$ cat src/rtl/sipq_pkg.sv
// sipq_pkg: shared types and constants for the sorted insertion priority queue
// used by sipq_ctrl, sipq_datapath and the top level

package sipq_pkg;

    localparam int CAPACITY  = 16;
    localparam int IDX_W     = (CAPACITY > 1) ? $clog2(CAPACITY) : 1;
    localparam int CNT_W     = $clog2(CAPACITY + 1);
    localparam int KEY_W     = 16;
    localparam int PAY_W     = 16;
    localparam int OUT_CNT_W = 5;

    typedef enum logic [1:0] {
        OP_ENQUEUE = 2'd0,
        OP_DEQUEUE = 2'd1,
        OP_PEEK    = 2'd2,
        OP_CLEAR   = 2'd3
    } t_op;

    typedef enum logic [1:0] {
        ST_OK    = 2'd0,
        ST_EMPTY = 2'd1,
        ST_FULL  = 2'd2
    } t_status;

    typedef enum logic [2:0] {
        S_IDLE,
        S_DISPATCH,
        S_ENQ_CMP,
        S_ENQ_WR,
        S_DEQ_SH,
        S_DEQ_RES
    } t_state;

    typedef enum logic [2:0] {
        ACT_NONE,
        ACT_CAPTURE,
        ACT_ENQ_START,
        ACT_ENQ_STEP,
        ACT_ENQ_PLACE,
        ACT_DEQ_START,
        ACT_DEQ_STEP
    } t_act;

    typedef enum logic [1:0] {
        CNT_HOLD,
        CNT_INC,
        CNT_DEC,
        CNT_CLR
    } t_cnt_op;

    typedef struct packed {
        logic [KEY_W-1:0] key;
        logic [PAY_W-1:0] pay;
    } t_entry;

    typedef struct packed {
        t_act    act;
        logic    res_load;
        t_status res_status;
        logic    res_front;
        t_cnt_op cnt_op;
    } t_cmd;

    typedef struct packed {
        t_op  op;
        logic count_zero;
        logic full;
        logic later;
        logic idx_one;
        logic last;
    } t_dp_stat;

endpackage

$ cat src/rtl/sorted_insertion_priority_queue.sv
// sorted_insertion_priority_queue: one request in flight; clear and refused requests are answered
// from dispatch, enqueue walks the moved entries one entry per cycle over the store's separate
// read and write ports, dequeue shifts every held entry forward and peek reads the front entry
// a new request is taken only after the previous one has loaded its result
// a result left waiting holds the next request in dispatch; synchronous active-low reset
// empties the queue and sets smallest-key-first order; depends on sipq_pkg, sipq_ctrl, sipq_datapath

module sorted_insertion_priority_queue (
    input  logic                           i_clk,
    input  logic                           i_rst_n,
    input  logic                           i_in_valid,
    output logic                           o_in_ready,
    input  logic [1:0]                     i_operation,
    input  logic [sipq_pkg::KEY_W-1:0]     i_item_key,
    input  logic [sipq_pkg::PAY_W-1:0]     i_item_payload,
    output logic                           o_out_valid,
    input  logic                           i_out_ready,
    output logic [1:0]                     o_status,
    output logic [sipq_pkg::KEY_W-1:0]     o_out_key,
    output logic [sipq_pkg::PAY_W-1:0]     o_out_payload,
    output logic [sipq_pkg::OUT_CNT_W-1:0] o_entry_count_out,
    input  logic                           i_cfg_valid,
    output logic                           o_cfg_ready,
    input  logic                           i_cfg_order_select
);
    import sipq_pkg::*;

    t_cmd     cmd;
    t_dp_stat stat;

    assign o_cfg_ready = 1'b1;

    sipq_ctrl u_ctrl (
        .i_clk       (i_clk),
        .i_rst_n     (i_rst_n),
        .i_in_valid  (i_in_valid),
        .o_in_ready  (o_in_ready),
        .o_out_valid (o_out_valid),
        .i_out_ready (i_out_ready),
        .i_stat      (stat),
        .o_cmd       (cmd)
    );

    sipq_datapath u_dp (
        .i_clk              (i_clk),
        .i_rst_n            (i_rst_n),
        .i_operation        (i_operation),
        .i_item_key         (i_item_key),
        .i_item_payload     (i_item_payload),
        .i_cfg_valid        (i_cfg_valid),
        .i_cfg_order_select (i_cfg_order_select),
        .i_cmd              (cmd),
        .o_stat             (stat),
        .o_status           (o_status),
        .o_out_key          (o_out_key),
        .o_out_payload      (o_out_payload),
        .o_entry_count_out  (o_entry_count_out)
    );

endmodule

$ cat src/rtl/sipq_datapath.sv
// sipq_datapath: entry store, walk index, count, order register and result registers
// depends on sipq_pkg; driven by commands from sipq_ctrl

module sipq_datapath (
    input  logic                         i_clk,
    input  logic                         i_rst_n,
    input  logic [1:0]                   i_operation,
    input  logic [sipq_pkg::KEY_W-1:0]   i_item_key,
    input  logic [sipq_pkg::PAY_W-1:0]   i_item_payload,
    input  logic                         i_cfg_valid,
    input  logic                         i_cfg_order_select,
    input  sipq_pkg::t_cmd               i_cmd,
    output sipq_pkg::t_dp_stat           o_stat,
    output logic [1:0]                   o_status,
    output logic [sipq_pkg::KEY_W-1:0]   o_out_key,
    output logic [sipq_pkg::PAY_W-1:0]   o_out_payload,
    output logic [sipq_pkg::OUT_CNT_W-1:0] o_entry_count_out
);
    import sipq_pkg::*;

    t_entry               mem [CAPACITY];
    t_entry               r_rdata;
    t_entry               r_front;
    t_op                  r_op;
    logic [KEY_W-1:0]     r_key;
    logic [PAY_W-1:0]     r_pay;
    logic [IDX_W-1:0]     r_idx;
    logic [CNT_W-1:0]     r_count;
    logic [CNT_W-1:0]     n_count;
    logic                 r_order;
    t_status              r_res_status;
    logic [KEY_W-1:0]     r_res_key;
    logic [PAY_W-1:0]     r_res_pay;
    logic [OUT_CNT_W-1:0] r_res_count;

    logic                 later;
    logic                 last;
    logic                 we;
    logic [IDX_W-1:0]     waddr;
    t_entry               wdata;
    logic [IDX_W-1:0]     raddr;

    // stored entry must go behind the new one
    assign later = r_order ? (r_rdata.key < r_key) : (r_rdata.key > r_key);
    assign last  = ({1'b0, CNT_W'(r_idx)} + 1'b1) >= {1'b0, r_count};

    assign o_stat.op         = r_op;
    assign o_stat.count_zero = (r_count == '0);
    assign o_stat.full       = (r_count == CNT_W'(CAPACITY));
    assign o_stat.later      = later;
    assign o_stat.idx_one    = (r_idx == IDX_W'(1));
    assign o_stat.last       = last;

    always_comb begin
        we    = 1'b0;
        waddr = r_idx;
        wdata = r_rdata;
        raddr = r_idx;
        case (i_cmd.act)
            ACT_ENQ_START: begin
                raddr = IDX_W'(r_count - 1'b1);
            end
            ACT_ENQ_STEP: begin
                we    = 1'b1;
                wdata = later ? r_rdata : t_entry'({r_key, r_pay});
                raddr = r_idx - IDX_W'(2);
            end
            ACT_ENQ_PLACE: begin
                we    = 1'b1;
                wdata = t_entry'({r_key, r_pay});
            end
            ACT_DEQ_START: begin
                raddr = '0;
            end
            ACT_DEQ_STEP: begin
                we    = (r_idx != '0);
                waddr = r_idx - 1'b1;
                raddr = r_idx + 1'b1;
            end
            default: begin
            end
        endcase
    end

    always_comb begin
        case (i_cmd.cnt_op)
            CNT_INC: n_count = r_count + 1'b1;
            CNT_DEC: n_count = r_count - 1'b1;
            CNT_CLR: n_count = '0;
            default: n_count = r_count;
        endcase
    end

    always_ff @(posedge i_clk) begin
        if (we) begin
            mem[waddr] <= wdata;
        end
        r_rdata <= mem[raddr];
    end

    always_ff @(posedge i_clk) begin
        if (!i_rst_n) begin
            r_count <= '0;
            r_order <= 1'b0;
        end else begin
            r_count <= n_count;
            if (i_cfg_valid) begin
                r_order <= i_cfg_order_select;
            end
        end
    end

    always_ff @(posedge i_clk) begin
        if (i_cmd.act == ACT_CAPTURE) begin
            r_op  <= t_op'(i_operation);
            r_key <= i_item_key;
            r_pay <= i_item_payload;
        end
        case (i_cmd.act)
            ACT_ENQ_START: r_idx <= r_count[IDX_W-1:0];
            ACT_ENQ_STEP: begin
                if (later) begin
                    r_idx <= r_idx - 1'b1;
                end
            end
            ACT_DEQ_START: r_idx <= '0;
            ACT_DEQ_STEP: begin
                if (r_idx == '0) begin
                    r_front <= r_rdata;
                end
                if (!last) begin
                    r_idx <= r_idx + 1'b1;
                end
            end
            default: begin
            end
        endcase
        if (i_cmd.res_load) begin
            r_res_status <= i_cmd.res_status;
            r_res_key    <= i_cmd.res_front ? r_front.key : '0;
            r_res_pay    <= i_cmd.res_front ? r_front.pay : '0;
            r_res_count  <= OUT_CNT_W'(n_count);
        end
    end

    assign o_status          = r_res_status;
    assign o_out_key         = r_res_key;
    assign o_out_payload     = r_res_pay;
    assign o_entry_count_out = r_res_count;

endmodule

$ cat src/rtl/sipq_ctrl.sv
// sipq_ctrl: operation sequencer for the priority queue and output valid tracking
// depends on sipq_pkg; commands sipq_datapath

module sipq_ctrl (
    input  logic               i_clk,
    input  logic               i_rst_n,
    input  logic               i_in_valid,
    output logic               o_in_ready,
    output logic               o_out_valid,
    input  logic               i_out_ready,
    input  sipq_pkg::t_dp_stat i_stat,
    output sipq_pkg::t_cmd     o_cmd
);
    import sipq_pkg::*;

    t_state r_state;
    t_state n_state;
    logic   r_out_valid;
    logic   out_free;

    assign out_free    = !r_out_valid || i_out_ready;
    assign o_in_ready  = (r_state == S_IDLE);
    assign o_out_valid = r_out_valid;

    always_ff @(posedge i_clk) begin
        if (!i_rst_n) begin
            r_state     <= S_IDLE;
            r_out_valid <= 1'b0;
        end else begin
            r_state <= n_state;
            if (o_cmd.res_load) begin
                r_out_valid <= 1'b1;
            end else if (i_out_ready) begin
                r_out_valid <= 1'b0;
            end
        end
    end

    always_comb begin
        n_state          = r_state;
        o_cmd.act        = ACT_NONE;
        o_cmd.res_load   = 1'b0;
        o_cmd.res_status = ST_OK;
        o_cmd.res_front  = 1'b0;
        o_cmd.cnt_op     = CNT_HOLD;
        case (r_state)
            S_IDLE: begin
                if (i_in_valid) begin
                    o_cmd.act = ACT_CAPTURE;
                    n_state   = S_DISPATCH;
                end
            end
            S_DISPATCH: begin
                // wait until the previous result has left the output register
                if (out_free) begin
                    case (i_stat.op)
                        OP_ENQUEUE: begin
                            if (i_stat.full) begin
                                o_cmd.res_load   = 1'b1;
                                o_cmd.res_status = ST_FULL;
                                n_state          = S_IDLE;
                            end else begin
                                o_cmd.act = ACT_ENQ_START;
                                n_state   = i_stat.count_zero ? S_ENQ_WR : S_ENQ_CMP;
                            end
                        end
                        OP_DEQUEUE, OP_PEEK: begin
                            if (i_stat.count_zero) begin
                                o_cmd.res_load   = 1'b1;
                                o_cmd.res_status = ST_EMPTY;
                                n_state          = S_IDLE;
                            end else begin
                                o_cmd.act = ACT_DEQ_START;
                                n_state   = S_DEQ_SH;
                            end
                        end
                        default: begin
                            o_cmd.res_load = 1'b1;
                            o_cmd.cnt_op   = CNT_CLR;
                            n_state        = S_IDLE;
                        end
                    endcase
                end
            end
            S_ENQ_CMP: begin
                o_cmd.act = ACT_ENQ_STEP;
                if (!i_stat.later) begin
                    o_cmd.res_load = 1'b1;
                    o_cmd.cnt_op   = CNT_INC;
                    n_state        = S_IDLE;
                end else if (i_stat.idx_one) begin
                    n_state = S_ENQ_WR;
                end
            end
            S_ENQ_WR: begin
                o_cmd.act      = ACT_ENQ_PLACE;
                o_cmd.res_load = 1'b1;
                o_cmd.cnt_op   = CNT_INC;
                n_state        = S_IDLE;
            end
            S_DEQ_SH: begin
                o_cmd.act = ACT_DEQ_STEP;
                if (i_stat.op == OP_PEEK || i_stat.last) begin
                    n_state = S_DEQ_RES;
                end
            end
            S_DEQ_RES: begin
                o_cmd.res_load  = 1'b1;
                o_cmd.res_front = 1'b1;
                o_cmd.cnt_op    = (i_stat.op == OP_DEQUEUE) ? CNT_DEC : CNT_HOLD;
                n_state         = S_IDLE;
            end
            default: begin
                n_state = S_IDLE;
            end
        endcase
    end

endmodule

$ cat config.mk
export PLATFORM = sky130hd
export DESIGN_NAME = sorted_insertion_priority_queue
export DESIGN_NICKNAME = d
export VERILOG_FILES = /design/src/rtl/sipq_pkg.sv /design/src/rtl/sorted_insertion_priority_queue.sv /design/src/rtl/sipq_datapath.sv /design/src/rtl/sipq_ctrl.sv
export SDC_FILE = /design/constraint.sdc
export NUM_CORES = 1
export LEC_CHECK = 0
export BUFFER_PORTS_ARGS = -buffer_cell sky130_fd_sc_hd__buf_4
export CAP_MARGIN = 40
export CORE_MARGIN = 1
export CORE_UTILIZATION = 55
export CTS_CLUSTER_DIAMETER = 40
export CTS_CLUSTER_SIZE = 16
export DETAILED_ROUTE_END_ITERATION = 12
export PLACE_DENSITY = 0.77
export SLEW_MARGIN = 40
export SYNTH_ARGS = -nofsm -noshare
export SYNTH_HDL_FRONTEND = slang
export SYNTH_SLANG_ARGS = --single-unit
$ cat constraint.sdc
create_clock -name i_clk -period 11.5 [get_ports i_clk]
set_clock_uncertainty 0.05 [all_clocks]
set_input_delay 0.575 -clock i_clk [delete_from_list [all_inputs] [get_ports i_clk]]
set_output_delay 0.575 -clock i_clk [all_outputs]
set_load 0.03 [all_outputs]
==> impl_metrics.json <==
{
  "n_fill_cell": 3272,
  "ys_ff_latch": 663,
  "synth_edf_count": 621,
  "synthToLayoutAreaGrowth_pct": 14.8,
  "cts_buffer_depth": 3,
  "port_buffers": 80,
  "max_slew.worst_pin.slew_ps": 832,
  "hold_viol": 0,
  "viasPerCell": 6.48,
  "startpoint_type": "flip-flop",
  "synth.area.mux_share": 0.0418,
  "die_w_um": 224,
  "synth_top_flop_cell": "edfxtp_1",
  "n_antenna_cell": 0,
  "die_y_um": 224,
  "maxCapViolCount": 0,
  "ant_nets": 0,
  "peakVddDrop_v": 0.000120,
  "ctsResizeCount": 0,
  "wl_um": 66600,
  "finalNonFillerCells": 2673,
  "synthCells": 1937,
  "power.density_nw_per_um2": 190,
  "fin_area_sq_um": 31000,
  "start_util": 0.562,
  "worstSetupPathType": "flip-flop to flip-flop",
  "slew_headroom": 0.445,
  "cts_hold_buffers": 0,
  "seq_area_sq_um": 19500,
  "hpwl_um": 33600,
  "htree_levels": 3,
  "synthArstFlopShare": 0,
  "critical_path_arrival_ps": 4950,
  "grt.total_usage": 0.270,
  "grt_pass1_wl_um": 102000,
  "syn_avg_cell_area_sq_um": 13.9,
  "multi_input_area_sq_um": 7040,
  "yosysUniqueCellTypes": 78,
  "synth-simple-area-share": 0.121,
  "synth_fa_ha_area_frac": 0.0167,
  "seq_area_frac_synth": 0.722,
  "hold_path_class": "primary input to flip-flop",
  "cp_max_fo": 55,
  "root_buffer": "clkbuf_16",
  "die_area_sq_um": 50000,
  "ioPinCount": 82,
  "core_area_sq_um": 48000,
  "grt_max_degree": 193,
  "drv_slew": 0,
  "drc": 0,
  "nNetsFinal": 2072,
  "path_clk_slew_ps": 60,
  "rsz0062_at_grt": "false",
  "post-cts-setup-buffers": 0,
  "drt_iter0_markers": 2609,
  "synth_xor_area_frac": 0.00162,
  "synthesis.nets": 2013,
  "worstSkewPairLatency_ps": 620,
  "place_inst": 2534,
  "cts_buffers": 74,
  "endpoint_kind": "flip-flop",
  "grt_pass1_vias": 17236,
  "wl_per_cell_um": 24.9,
  "firstDrtPassIters": 6,
  "fin_crit_sh": 0.391,
  "p_leak_nw": 10.4,
  "finalSetupViolCount": 0,
  "finalPower_w": 0.00589,
  "drive_above_1_share": 0.187,
  "gr-total-overflow": 0,
  "gp_congestion": 0.885,
  "synth_compound_area_frac": 0.0709,
  "cts_tree": "done",
  "required_ps": 11950,
  "fp-row-count": 80,
  "syn-cell-area_sq_um": 27000,
  "outcome": "finished clean",
  "setup_tns_ps": 0,
  "synth_top_family_by_area": "simple AND/OR/NAND/NOR gates",
  "cts_num_sinks": 663,
  "hold_ws_ps": 90.8,
  "place_area_sq_um": 28400,
  "max_freq_ghz": 0.222,
  "yosysWarningCount": 0,
  "via_count": 17315,
  "fin_crit_ps": 4500,
  "antenna_found_initial": 0
}
critical path: stages (launching register included):
cell      delay (ps)
dfxtp_1          710
or3b_2           320
inv_1            220
a211oi_2         680
a21oi_2          250
nor2_4           150
buf_4            470
buf_4            750
mux2_2           410
o22ai_1          170
nor3_1            80
final timing paths:
| check | startpoint | to | slack (ps) | cells past startpoint |
|---|---|---|---|---|
| hold / removal | i_item_payload[12] | u_dp.r_pay[12]$_DFFE_PN_ | 90 | 1 |
| setup reg to reg | u_ctrl.r_state[0]$_SDFFE_PN0P_ | u_dp.r_rdata[27]$_DFF_P_ | 7000 | 10 |
| hold reg to reg | u_dp.r_rdata[0]$_DFF_P_ | u_dp.r_front[0]$_DFFE_PP_ | 380 | 0 |
| setup / recovery | u_ctrl.r_state[0]$_SDFFE_PN0P_ | u_dp.r_rdata[27]$_DFF_P_ | 7000 | 10 |
cell type report:
cell class | instances | area share
Timing Repair Buffer | 123 | 0.0313
Sequential cell | 663 | 0.629
Inverter | 33 | 0.00400
Clock inverter | 54 | 0.0210
Tap cell | 615 | 0.0248
Multi-Input combinational cell | 1101 | 0.227
Clock buffer | 84 | 0.0630
cell families after synthesis:
family,Yosys count
AND/OR/NAND/NOR,622
buffers and inverters,173
multiplexers,101
flip-flops,663
AO/OA/AOI/OAI,336
XOR/XNOR,5
adder cells (fa/ha/maj),36
other,1
metal layers:
layer	global-route usage	vias to the layer above	wire length (um)
met3	0.0504	166	6530
met5	0	-	0
li1	-	7596	-
met4	0.129	0	2510
met2	0.425	1088	31900
met1	0.367	8465	25700
cells in the final DEF, fill, tap and decap left out, types with 7 or more instances in the layout:
cell       count
nor2_1        20
nand2_1       29
mux2_1        10
a21oi_1       47
dfxtp_1       42
mux2_2        85
buf_4        112
nand4_1       35
edfxtp_1     621
nor2b_1        7
inv_1         33
nand2b_1       9
nor2_4        18
nand3_1      395
and2_1        35
nor3_1        41
o22ai_1       32
ha_1          36
clkbuf_16     76
inv_8          7
clkinv_8       7
inv_6         17
o21ai_0      200
state kept, by name (all words and copies together), names as in the netlist:
signal / count
u_dp.r_idx: 4
u_dp.r_key: 16
u_ctrl.o_out_valid: 1
u_dp.o_status: 2
u_ctrl.r_state: 3
u_dp.o_out_key: 16
u_dp.mem: 512
u_dp.r_count: 5
u_dp.o_entry_count_out: 5
u_dp.r_order: 1
u_dp.o_out_payload: 16
u_dp.r_pay: 16
u_dp.r_front: 32
u_dp.r_op: 2
u_dp.r_rdata: 32
synth_stat cells (3+ instances only):
cell type | n | area (sq um)
o22ai_1 | 32 | 200
nor2_1 | 37 | 139
a211oi_2 | 3 | 37.5
mux2_1 | 10 | 113
nand4_1 | 35 | 219
mux2_2 | 85 | 957
nand3_1 | 396 | 1980
mux2i_1 | 6 | 60.1
dfxtp_1 | 42 | 841
ha_1 | 36 | 450
o211ai_1 | 3 | 22.5
a21oi_1 | 47 | 235
inv_1 | 33 | 124
a211oi_1 | 4 | 30.0
buf_2 | 38 | 190
xor2_1 | 3 | 26.3
o21ai_0 | 201 | 1010
nor2b_1 | 7 | 43.8
nand2_1 | 29 | 109
edfxtp_1 | 621 | 18600
nand3b_1 | 3 | 22.5
buf_1 | 7 | 26.3
buf_4 | 3 | 22.5
and2_1 | 35 | 219
and3_1 | 6 | 37.5
a21o_1 | 6 | 45.0
clkbuf_1 | 91 | 342
nand2b_1 | 9 | 56.3
a31oi_1 | 5 | 31.3
nor3_1 | 42 | 210
stage by stage:
| stage | worst slack, ps | utilization |
|---|---|---|
| 3_5_place_dp | 7050 | 0.590 |
| 5_1_grt | 6770 | 0.645 |
| 3_3_place_gp | 6670 | 0.589 |
| 4_1_cts | 6990 | 0.644 |
| 6_report | 7000 | 0.645 |
| 2_1_floorplan | 6320 | - |
where the power goes:
group / switching [W] / internal [W] / total [W]
Sequential: 0.0000435 / 0.00282 / 0.00286
Clock: 0.00104 / 0.00141 / 0.00245
Combinational: 0.000412 / 0.000165 / 0.000577
Note: power is estimated with default switching activity, not from simulation.
